==> config.mk <==
export PLATFORM = sky130hd
export DESIGN_NAME = bfdh_probe_gen
export DESIGN_NICKNAME = d
export VERILOG_FILES = /design/src/hw/rtl/bloom_filter_double_hash_assert.svh /design/src/hw/rtl/bfdh_pkg.sv /design/src/hw/rtl/bfdh_probe_gen.sv
export SDC_FILE = /design/constraint.sdc
export NUM_CORES = 1
export LEC_CHECK = 0
export BUFFER_PORTS_ARGS = -buffer_cell sky130_fd_sc_hd__buf_2
export CAP_MARGIN = 20
export CORE_ASPECT_RATIO = 0.7
export CORE_MARGIN = 4
export CORE_UTILIZATION = 43
export DETAILED_ROUTE_END_ITERATION = 8
export PLACE_DENSITY = 0.75
export SYNTH_ARGS = -nofsm -noshare
export SYNTH_HDL_FRONTEND = slang
export SYNTH_SLANG_ARGS = --single-unit
==> constraint.sdc <==
create_clock -name clk_i -period 2.29 [get_ports clk_i]
set_input_delay 0.229 -clock clk_i [delete_from_list [all_inputs] [get_ports clk_i]]
set_output_delay 0.229 -clock clk_i [all_outputs]
set_load 0.1 [all_outputs]
==> src/hw/rtl/bloom_filter_double_hash_assert.svh <==
// ----------------------------------------------------------------------------
// Bloom filter assertion macros
// Shorthand for the concurrent checks of the Bloom filter, clocked on clk_i
// and held off while rst_ni is low. They vanish in synthesis.
// ----------------------------------------------------------------------------
`ifndef BLOOM_FILTER_DOUBLE_HASH_ASSERT_SVH
`define BLOOM_FILTER_DOUBLE_HASH_ASSERT_SVH

`ifndef SYNTHESIS
// Same-cycle implication.
`define BFDH_ASSERT_IMP(label, ante, cons) \
  label: assert property (@(posedge clk_i) disable iff (!rst_ni) (ante) |-> (cons)) \
    else $error("bloom filter check failed");
// Next-cycle implication.
`define BFDH_ASSERT_NXT(label, ante, cons) \
  label: assert property (@(posedge clk_i) disable iff (!rst_ni) (ante) |=> (cons)) \
    else $error("bloom filter check failed");
`else
`define BFDH_ASSERT_IMP(label, ante, cons)
`define BFDH_ASSERT_NXT(label, ante, cons)
`endif

`endif

==> src/hw/rtl/bfdh_pkg.sv <==
// ----------------------------------------------------------------------------
// Bloom filter package
// Table geometry, field widths, operation codes and the control structs
// shared by the Bloom filter modules.
// ----------------------------------------------------------------------------
package bfdh_pkg;

  // Table geometry: both sizes are powers of two.
  localparam int unsigned TABLE_BITS  = 65536;
  localparam int unsigned WORD_BITS   = 64;
  localparam int unsigned TABLE_WORDS = TABLE_BITS / WORD_BITS;
  localparam int unsigned IDX_W       = $clog2(TABLE_BITS);
  localparam int unsigned BIT_W       = $clog2(WORD_BITS);
  localparam int unsigned ADDR_W      = IDX_W - BIT_W;

  // Field widths.
  localparam int unsigned HASH_W = 32;
  localparam int unsigned CNT_W  = 5;

  localparam logic [CNT_W-1:0] PROBE_COUNT_RESET = CNT_W'(7);

  // Operation codes carried by the func field.
  localparam logic FUNC_INSERT = 1'b0;
  localparam logic FUNC_QUERY  = 1'b1;

  // Sequencer commands to the probe generator.
  typedef struct packed {
    logic load;
    logic step;
  } probe_ctrl_t;

  // Probe generator status back to the sequencer.
  typedef struct packed {
    logic [IDX_W-1:0] idx;
    logic             none_left;
  } probe_stat_t;

endpackage

==> src/hw/rtl/bfdh_probe_gen.sv <==
// ----------------------------------------------------------------------------
// Bloom filter probe generator
// Holds the running bit index and the probes left for one item, and steps
// the index by the stride with one shared adder.
// ----------------------------------------------------------------------------
module bfdh_probe_gen
  import bfdh_pkg::*;
(
  input  logic              clk_i,
  input  logic              rst_ni,
  input  probe_ctrl_t       ctrl_i,
  input  logic [HASH_W-1:0] first_hash_i,
  input  logic [HASH_W-1:0] second_hash_i,
  input  logic [CNT_W-1:0]  probe_count_i,
  output probe_stat_t       stat_o
);

  logic [IDX_W-1:0] idx_q, idx_d;
  logic [IDX_W-1:0] stride_q, stride_d;
  logic [CNT_W-1:0] left_q, left_d;

  // Only the low index bits of the hashes matter, as the table size is a
  // power of two and the sum wraps.
  always_comb begin
    idx_d    = idx_q;
    stride_d = stride_q;
    left_d   = left_q;
    if (ctrl_i.load) begin
      idx_d    = first_hash_i[IDX_W-1:0];
      stride_d = second_hash_i[IDX_W-1:0];
      left_d   = probe_count_i;
    end else if (ctrl_i.step) begin
      idx_d  = idx_q + stride_q;
      left_d = left_q - CNT_W'(1);
    end
  end

  // The count of probes left is control state; the index and stride are
  // payload.
  always_ff @(posedge clk_i or negedge rst_ni) begin
    if (!rst_ni) begin
      left_q <= '0;
    end else begin
      left_q <= left_d;
    end
  end

  always_ff @(posedge clk_i) begin
    idx_q    <= idx_d;
    stride_q <= stride_d;
  end

  assign stat_o.idx       = idx_q;
  assign stat_o.none_left = (left_q == '0);

endmodule

Word-level counts from Yosys, hierarchy flattened
Cells that the tools add are included.
W data, S select, Z words.
{"block": "totals", "inputBits": 73, "ff_bits": 37, "out_inout_bits": 17, "elab_cells": 11}
{"block": "op_classes", "n_reduce_logical": 2, "n_mux": 4, "addsub": 2}
{"operator": "$mux W16", "count": 2}
{"operator": "$add A16 B16 Y16", "count": 1}
{"operator": "$mux W5", "count": 2}
{"operator": "$logic_not A5 Y1", "count": 1}
{"operator": "$sub A5 B1 Y5 const B", "count": 1}
{"operator": "$reduce_bool A2 Y1", "count": 1}

Logic depth before layout (Yosys ltp)
Gate-level depths: netlist of run 1.
{"block": "depth", "depth_word": 3, "depth_mapped": 7, "depth_no_buf": 7}

Least setup slack after synthesis of run 1
OpenSTA, ideal clock, no wires.
{"block": "synth_timing", "kind": "flip-flop to output port", "from": "reg left_q[0]", "to": "out stat_o[0] (netlist name)", "stages_incl_launch_ff": 4, "required_time_ns": 2.061, "n_path_buf": 0, "path_slack_ns": -1.609, "arrival_time_ns": 3.670, "path_cell_list": "dfrtp_1 inv_1 ha_1 nor4b_1"}
{"element": "start: declaration", "line_no": "bfdh_probe_gen.sv:20", "rtl": "logic [CNT_W-1:0] left_q, left_d;"}
{"element": "start signal: assignment", "line_no": "bfdh_probe_gen.sv:44", "rtl": "left_q <= left_d;"}
{"element": "end: declaration", "line_no": "bfdh_probe_gen.sv:15", "rtl": "output probe_stat_t stat_o"}

Worst setup path in the final report of run 1
{"block": "layout_timing", "from": "reg stride_q[0]", "to": "reg idx_q[12], data pin"}
{"block": "layout_via", "elab_chain_len": 3}
{"element": "start: declaration", "line_no": "bfdh_probe_gen.sv:19", "rtl": "logic [IDX_W-1:0] stride_q, stride_d;"}
{"element": "start signal: assignment", "line_no": "bfdh_probe_gen.sv:50", "rtl": "stride_q <= stride_d;"}
{"element": "$add A16 B16 Y16", "line_no": "bfdh_probe_gen.sv:33", "rtl": "idx_d = idx_q + stride_q;"}
{"element": "$mux W16", "line_no": "bfdh_probe_gen.sv:32", "rtl": "end else if (ctrl_i.step) begin"}
{"element": "$mux W16", "line_no": "bfdh_probe_gen.sv:28", "rtl": "if (ctrl_i.load) begin"}
{"element": "via idx_d[12]", "line_no": "bfdh_probe_gen.sv:18", "rtl": "logic [IDX_W-1:0] idx_q, idx_d;"}
{"element": "end signal: assignment", "line_no": "bfdh_probe_gen.sv:49", "rtl": "idx_q <= idx_d;"}
{"element": "end: declaration", "line_no": "bfdh_probe_gen.sv:18"}
The timed path passes the listed nets, and every way through them passes these cells. The select of a mux whose other input is x is not followed.
A chain may end at the register's enable or synchronous reset.

==> metrics, run 1 <==
max cap viols=0; initial antenna violation count=0; Crit. End Element=flop; DR WL/cell=14.31 um; Pre-antenna DRT Iters=4; clk sinks=37; remaining antenna violation count=0; CTS tree=yes; Global Route Usage Sum=0.1625; Hold Startpoint=second_hash_i[14]; worst slew pin tran=0.4930 ns; FF-to-FF path depth=7; final core occ=0.5805; slowest stage delay, CP=0.40 ns; finished layout cell area=0.002791 mm^2; area delta synth->final=29.18%; Pwr Total=3.064 mW; crit-path cells=ha_2 > fa_2 > a21o_1 > a311o_1 > a41oi_2 > and3_4 > o31ai_2; CP Data Arrival Time=around 2.3 ns; area of the multi-input gates=0.001141 mm^2; Max Fanout on Critical Path=4; Worst EP required=2.34 ns; Final nets=351; Synth top area share=0.4447; Cells after DPL=about 320; Clock Pin Slew Worst Setup and Hold Paths=0.08 ns; die area=0.006241 mm^2; final hold slack=just under 0.1 ns; flop-to-flop setup slack=0.03 ns; DRC=0; Mapped Nets=284; cts bufs inserted=5; Cell Rows=21; largest cells by area after synthesis=edfxtp_1 (44%), ha_1 (9.8%), dfrtp_1 (5.8%); status=completed; P_leak=1.166 nW; Via Count=1,681; Hold EP=stride_q[14]$_DFFE_PP_; Seq/Total Area, Yosys=0.5026; Port Buf Inserts=57; WS Path Type=flop to flop; dpl ws=0.03397 ns; GP Congestion=0.8407; Final Non-Filler Cells=330; Die Width=92.73 um; # IOs=90; vias in the first global route=about 1,700; post-DR vias/cell=5.094; post-route clock period utilization=0.9865; final hold vios=0; setup TNS=0 ns; Yosys reg bits=37; RSZ-0062 raised after global routing=yes; Pwr Density=around 1100 mW/mm^2; Initial DRC Count=~90; Layout fillers=440; Setup crit start kind=flop; first-pass GRT wire length=between 7000 and 8000 um; maximum VDD drop=about 0.0004 V; Clock Latency Late Sink=0.30 ns; detailed placement HPWL=3661 um; H-tree depth=2; critical path's slowest cell=edfxtp_1; HP Class=primary input to flop; Slew Viols, Final=0; FF/Latch Area=0.001086 mm^2; leading area contributor after synthesis=edfxtp_1; crit-path leading delay family=compound AO/OA/AOI/OAI gates; layout cells sized above 1=0.3602; Routed WL=around 4700 um; largest net degree at the start of global routing=40; Final setup viols=0; R2R Path End=idx_q[12]$_DFFE_PP_; antenna cells=0; Die Height=67.31 um; Yosys warning total=0; Reg-to-Reg Start=stride_q[0]$_DFFE_PP_; clk_skew=0.01328 ns; Max transition margin=0.6736; Post-Syn Area=0.002161 mm^2; DP Area=0.002630 mm^2; Core ar.=0.004808 mm^2; Initial Utilization=0.4494; CTS Buffer Depth=2; Max Fclk=442.7 MHz; Post-Syn Instances=193; worst setup margin=about 0.031 ns; Cells on Worst Hold Path=1; Crit path buffers/inverters=0; root buffer cell=clkbuf_8; Period minus WS final=2.259 ns; synthesized area per cell=about 11 um^2; total grt overflow=0; Distinct cells, synth=41
-- cells in the mapped netlist --
| cell | number |
|---|---|
| edfxtp_1 | 32 |
| nand2_1 | 27 |
| ha_1 | 17 |
| o21ai_0 | 16 |
| a21oi_1 | 14 |
| xor2_1 | 9 |
| inv_1 | 6 |
| a21o_1 | 5 |
| a31oi_1 | 5 |
| dfrtp_1 | 5 |
| nor2_1 | 5 |
| xnor2_1 | 5 |
| clkbuf_1 | 4 |
| mux2_2 | 4 |
| and2_1 | 3 |
| and3_1 | 3 |
| o211ai_1 | 3 |
| o21a_1 | 3 |
| o31ai_1 | 3 |
| a31o_2 | 2 |
| nor4b_1 | 2 |
| a211oi_1 | 1 |
| a21oi_2 | 1 |
| a311o_1 | 1 |
| a311oi_1 | 1 |
| a41oi_1 | 1 |
| a41oi_2 | 1 |
| and3_2 | 1 |
| fa_1 | 1 |
| nand2b_1 | 1 |
| nand3_1 | 1 |
| nand4_1 | 1 |
| nand4b_1 | 1 |
| nor3_1 | 1 |
| o21ai_1 | 1 |
| o21bai_1 | 1 |
| o311a_1 | 1 |
| o311ai_0 | 1 |
| o31a_1 | 1 |
| o31ai_2 | 1 |
| or2_2 | 1 |
-- worst reg2reg max path, stage by stage, from the launching register on --
cell and delay, ns:
edfxtp_1 0.40, ha_2 0.22, fa_2 0.35, a21o_1 0.19
a311o_1 0.37, a41oi_2 0.21, and3_4 0.21, o31ai_2 0.06
-- layout by cell type (no fill, tap or decap), types with 2 or more instances in the layout --
cell | synthesis | routed
buf_2 | 0 | 57
edfxtp_1 | 32 | 32
nand2_1 | 27 | 27
o21ai_0 | 16 | 14
a21oi_1 | 14 | 12
ha_1 | 17 | 10
xor2_1 | 9 | 9
inv_1 | 6 | 6
ha_4 | 0 | 6
buf_4 | 0 | 6
nor2_1 | 5 | 5
a21o_1 | 5 | 5
xnor2_1 | 5 | 5
clkbuf_8 | 0 | 5
dfrtp_1 | 5 | 5
a31oi_1 | 5 | 4
mux2_2 | 4 | 4
o21a_1 | 3 | 3
o31ai_1 | 3 | 3
o211ai_1 | 3 | 3
o21ai_1 | 1 | 3
and2_1 | 3 | 3
a21oi_2 | 1 | 3
and3_1 | 3 | 3
a31o_2 | 2 | 2
-- logic make-up after synthesis --
logic type | after synthesis | synth area share
AO/OA/AOI/OAI | 63 | 0.1928
AND/OR/NAND/NOR | 47 | 0.1019
flip-flops | 37 | 0.5026
adder cells (fa/ha/maj) | 18 | 0.1077
XOR/XNOR | 14 | 0.05675
buffers and inverters | 10 | 0.01737
multiplexers | 4 | 0.02084
-- metal layers --
layer | GRT usage | up-vias | wire, um
li1 | - | 862 | -
met4 | 0.06033 | 0 | 67
met1 | 0.2083 | 761 | 2297
met5 | 0 | - | 0
met3 | 0.05345 | 8 | 380
met2 | 0.2602 | 50 | 1976
-- report_power, final --
group / internal [mW] / switching (mW) / leakage [nW]
Clock: 0.326 / 0.246 / 0.0543
Sequential: 0.873 / 0.0819 / 0.382
Combinational: 0.496 / 1.04 / 0.730
Total: 1.69 / 1.37 / 1.17
-- flip-flops by register name, summed over array words and instances (netlist names) --
| name | flops |
|---|---|
| left_q | 5 |
| stride_q | 16 |
| idx_q | 16 |
-- cell type report --
type / instances / area share
clock buffer: 5 / 0.02465
clock inverter: 3 / 0.01658
inverter: 6 / 0.008068
multi-input combinational: 146 / 0.4088
sequential: 37 / 0.3891
tap: 69 / 0.03093
timing repair buffer: 64 / 0.1219
-- how the worst max path moves through the flow --
stage	from	end	slack, ns	depth (start not counted)
2_1_floorplan	idx_q[0]$_DFFE_PP_	idx_q[12]$_DFFE_PP_	-0.36	7
3_3_place_gp	idx_q[0]$_DFFE_PP_	idx_q[12]$_DFFE_PP_	0.07	7
3_5_place_dp	stride_q[0]$_DFFE_PP_	idx_q[8]$_DFFE_PP_	0.03	7
4_1_cts	stride_q[0]$_DFFE_PP_	idx_q[12]$_DFFE_PP_	0.02	7
5_1_grt	stride_q[0]$_DFFE_PP_	idx_q[12]$_DFFE_PP_	-0.03	7
6_report	stride_q[0]$_DFFE_PP_	idx_q[12]$_DFFE_PP_	0.03	7
-- timing repair --
item	CTS	global route
setup endpoints to repair	1	4
resized for setup	0	2
pin swaps	1	2
buffers inserted	0	4
hold endpoints to repair	5	0
hold buffers	1	0
No activity file was read; power rests on OpenSTA's default activity.
==> run 2, diff against run 1 <==
--- a/config.mk
+++ b/config.mk
@@ -5,13 +5,13 @@
 export SDC_FILE = /design/constraint.sdc
 export NUM_CORES = 1
 export LEC_CHECK = 0
+export ABC_AREA = 1
 export BUFFER_PORTS_ARGS = -buffer_cell sky130_fd_sc_hd__buf_2
-export CAP_MARGIN = 20
 export CORE_ASPECT_RATIO = 0.7
 export CORE_MARGIN = 4
 export CORE_UTILIZATION = 43
 export DETAILED_ROUTE_END_ITERATION = 8
-export PLACE_DENSITY = 0.75
+export PLACE_DENSITY = 0.74
 export SYNTH_ARGS = -nofsm -noshare
 export SYNTH_HDL_FRONTEND = slang
 export SYNTH_SLANG_ARGS = --single-unit
==> run 2 against run 1 <==
  * Sequential cell count unchanged
  * Maximum frequency rose by 18%
  * Largest cell class is now registers
  * Worst hold slack better by 0.0073 ns
  * Clock-buffer cell count unchanged
  * Critical path type unchanged
  * Register-to-register slack improved by 0.35 ns
  * Power fell by 16%
  * Critical endpoint is now idx_q[10]$_DFFE_PP_
==> metrics, run 2 <==
vias in the first global route=1,891 (was 1,682); Slew Viols, Final=0 (unchanged); Max Fclk=523.3 MHz (was 442.7 MHz); DP Area=0.002708 mm^2 (was 0.002630 mm^2); Post-CTS Hold Fix Bufs=1 (unchanged); Final Non-Filler Cells=426 (was 330); Die Height=69.59 um (was 67.31 um); CTS tree=yes (unchanged); initial antenna violation count=0 (unchanged); Worst EP required=2.34 ns (about the same); Cells on Worst Hold Path=1 (unchanged); H-tree depth=2 (unchanged); Yosys warning total=0 (unchanged); dpl ws=0.3765 ns (was 0.03397 ns); Clock Latency Late Sink=0.29 ns (was 0.30 ns); Via Count=1,987 (was 1,681); Routed WL=5027 um (was 4722 um); critical path's slowest cell=edfxtp_1 (unchanged); synthesized area per cell=8.034 um^2 (was 11.20 um^2); root buffer cell=clkbuf_8 (unchanged); Pwr Total=2.562 mW (was 3.064 mW); finished layout cell area=0.002804 mm^2 (was 0.002791 mm^2); antenna cells=0 (unchanged); Distinct cells, synth=27 (was 41); worst setup margin=0.3790 ns (was 0.03088 ns); flop-to-flop setup slack=0.38 ns (was 0.03 ns); Seq/Total Area, Yosys=0.4662 (was 0.5026); leading area contributor after synthesis=edfxtp_1 (unchanged); R2R Path End=idx_q[10]$_DFFE_PP_ (was idx_q[12]$_DFFE_PP_); slowest stage delay, CP=0.41 ns (was 0.40 ns); post-DR vias/cell=4.664 (was 5.094); CP Data Arrival Time=1.96 ns (was 2.30 ns); sequential fraction of design power=0.350 (was 0.312); Logic pwr share=0.475 (was 0.502); Most Used Layer, Global Route=met2 (unchanged); area delta synth->final=20.35% (was 29.18%); Post-CTS Setup Bufs=0 (unchanged); RSZ-0062 raised after global routing=no (was yes); Final setup viols=0 (unchanged); post-route clock period utilization=0.8345 (was 0.9865); largest registers=idx_q x16, stride_q x16, left_q x5 (unchanged); Post-Syn Instances=290 (was 193); DRC=0 (unchanged); crit path from=idx_q[0]$_DFFE_PP_ (was stride_q[0]$_DFFE_PP_); Clock Pin Slew Worst Setup and Hold Paths=0.08 ns (about the same); DR WL/cell=11.80 um (was 14.31 um); Pre-antenna DRT Iters=4 (unchanged); NetSw=1.179 mW (was 1.369 mW); Post-synth EDFFs=32 (unchanged); Post-Syn Area=0.002330 mm^2 (was 0.002161 mm^2); worst slew pin tran=0.5058 ns (was 0.4930 ns); Pwr Density=913.6 mW/mm^2 (was 1097 mW/mm^2); Period minus WS final=1.911 ns (was 2.259 ns); FF-to-FF path depth=10 (was 7); cts bufs inserted=5 (unchanged); Initial DRC Count=104 (was 88); Mapped Nets=381 (was 284); crit-path leading delay family=simple AND/OR/NAND/NOR gates (was compound AO/OA/AOI/OAI gates); Max Fanout on Critical Path=4 (unchanged); Hold EP=stride_q[0]$_DFFE_PP_ (was stride_q[14]$_DFFE_PP_); Core ar.=0.005230 mm^2 (was 0.004808 mm^2); post_cts resized=0 (unchanged); clk_skew=0.005012 ns (was 0.01328 ns); commonest non-fill, non-tap cell in the layout=nand2_1 (was buf_2); largest cells by area after synthesis=edfxtp_1 (41%), nand2_1 (19%), ha_1 (9.1%) (was edfxtp_1 (44%), ha_1 (9.8%), dfrtp_1 (5.8%)); WS Path Type=flop to flop (unchanged); Post-synth top cells=nand2_1 (119), inv_1 (34), edfxtp_1 (32) (was edfxtp_1 (32), nand2_1 (27), ha_1 (17)); clk sinks=37 (unchanged); remaining antenna violation count=0 (unchanged); setup TNS=0 ns (unchanged); Synth top area share=0.4125 (was 0.4447); Crit. End Element=flop (unchanged); crit-path cells=ha_2 > fa_2 > nand2_1 > nand2_1 > nand3_1 > nand2_1 > nand2_1 > nand3b_1 > nand3_1 > nand2_1 (was ha_2 > fa_2 > a21o_1 > a311o_1 > a41oi_2 > and3_4 > o31ai_2); met1 GRT Util=0.2153 (was 0.2083); final core occ=0.5361 (was 0.5805); Final nets=444 (was 351); Crit path buffers/inverters=0 (unchanged); share of synthesized registers carrying an async set or reset=0.1351 (unchanged); P_leak=1.451 nW (was 1.166 nW); Initial Utilization=0.4455 (was 0.4494); Yosys reg bits=37 (unchanged); Cell Rows=22 (was 21); status=completed (unchanged); GRT met2 Usage=0.2373 (was 0.2602); count leader, synth=nand2_1 (was edfxtp_1); Port Buf Inserts=57 (unchanged); die area=0.006678 mm^2 (was 0.006241 mm^2); first-pass GRT wire length=8176 um (was 7665 um); largest net degree at the start of global routing=25 (was 40); GP Congestion=0.8416 (was 0.8407); Setup crit start kind=flop (unchanged); final hold slack=0.1054 ns (was 0.09806 ns); Int Power=1.383 mW (was 1.695 mW); layout cells sized above 1=0.2175 (was 0.3602); final hold vios=0 (unchanged); HP Class=primary input to flop (unchanged); total grt overflow=0 (unchanged); Hold Startpoint=second_hash_i[0] (was second_hash_i[14]); detailed placement HPWL=3962 um (was 3661 um); met3 Track Usage GR=0.04772 (was 0.05345); Max transition margin=0.6624 (was 0.6736); maximum VDD drop=0.0003407 V (was 0.0003985 V); Die Width=95.98 um (was 92.73 um); Sw Ratio=0.4602 (was 0.4468); prevailing post-synth register cell=edfxtp_1 (unchanged); Clk pwr share=0.175 (was 0.187); Most common cell on crit path=nand2_1; Cells after DPL=417 (was 317); Global Route Usage Sum=0.1565 (was 0.1625); CTS Buffer Depth=2 (unchanged); Reg-to-Reg Start=idx_q[0]$_DFFE_PP_ (was stride_q[0]$_DFFE_PP_); max cap viols=0 (unchanged); commonest non-fill, non-tap cells in the layout=nand2_1 (119), buf_2 (57), inv_1 (34), edfxtp_1 (32), nand3_1 (19) (was buf_2 (57), edfxtp_1 (32), nand2_1 (27), o21ai_0 (14), a21oi_1 (12)); # IOs=90 (unchanged)
==> run 2: worst register-to-register path, stage by stage (launching register included) <==
cell and delay [ns]:
edfxtp_1 0.41, ha_2 0.21, fa_2 0.34, nand2_1 0.10, nand2_1 0.08, nand3_1 0.07
nand2_1 0.10, nand2_1 0.12, nand3b_1 0.09, nand3_1 0.11, nand2_1 0.06
==> run 2: power groups by stage <==
stage / Combinational (mW) / Clock (mW) / Sequential [mW]
2_1_floorplan: 0.572 / 0 / 1.32
3_3_place_gp: 1.19 / 0 / 0.908
3_5_place_dp: 1.21 / 0 / 0.914
4_1_cts: 1.22 / 0.465 / 0.899
5_1_grt: 1.33 / 0.495 / 0.908
6_report: 1.22 / 0.447 / 0.898
==> run 2: kinds of logic after synthesis <==
logic type      after synthesis  synth area share
compound gates               18           0.04511
fa+ha+maj                    18           0.09989
buf+inv                      44           0.07197
simple gates                168            0.2981
xor+xnor                      5           0.01880
flops                        37            0.4662
==> run 2: area by class of cell <==
cell class                 count  area (um^2)
clock buffer                   5        68.82
clock inverter                 3        17.52
fill                         515         2426
inverter                      40        150.1
multi-input combinational    209         1081
sequential                    37         1086
tap                           72        90.09
timing repair buffer          60        310.3
==> run 2: worst max-delay path by stage <==
stage | endpoint | slack (ns) | cells after the start
6_report | idx_q[10]$_DFFE_PP_ | 0.38 | 10
5_1_grt | idx_q[10]$_DFFE_PP_ | 0.22 | 10
4_1_cts | idx_q[10]$_DFFE_PP_ | 0.36 | 10
3_5_place_dp | idx_q[10]$_DFFE_PP_ | 0.38 | 10
3_3_place_gp | idx_q[10]$_DFFE_PP_ | 0.45 | 10
2_1_floorplan | idx_q[12]$_DFFE_PP_ | -0.01 | 10
==> run 2: metal layers <==
metal	vias to the layer above	wire, um
li1	1057	-
met1	873	2498
met2	48	2124
met3	9	346
met4	0	58
met5	-	0
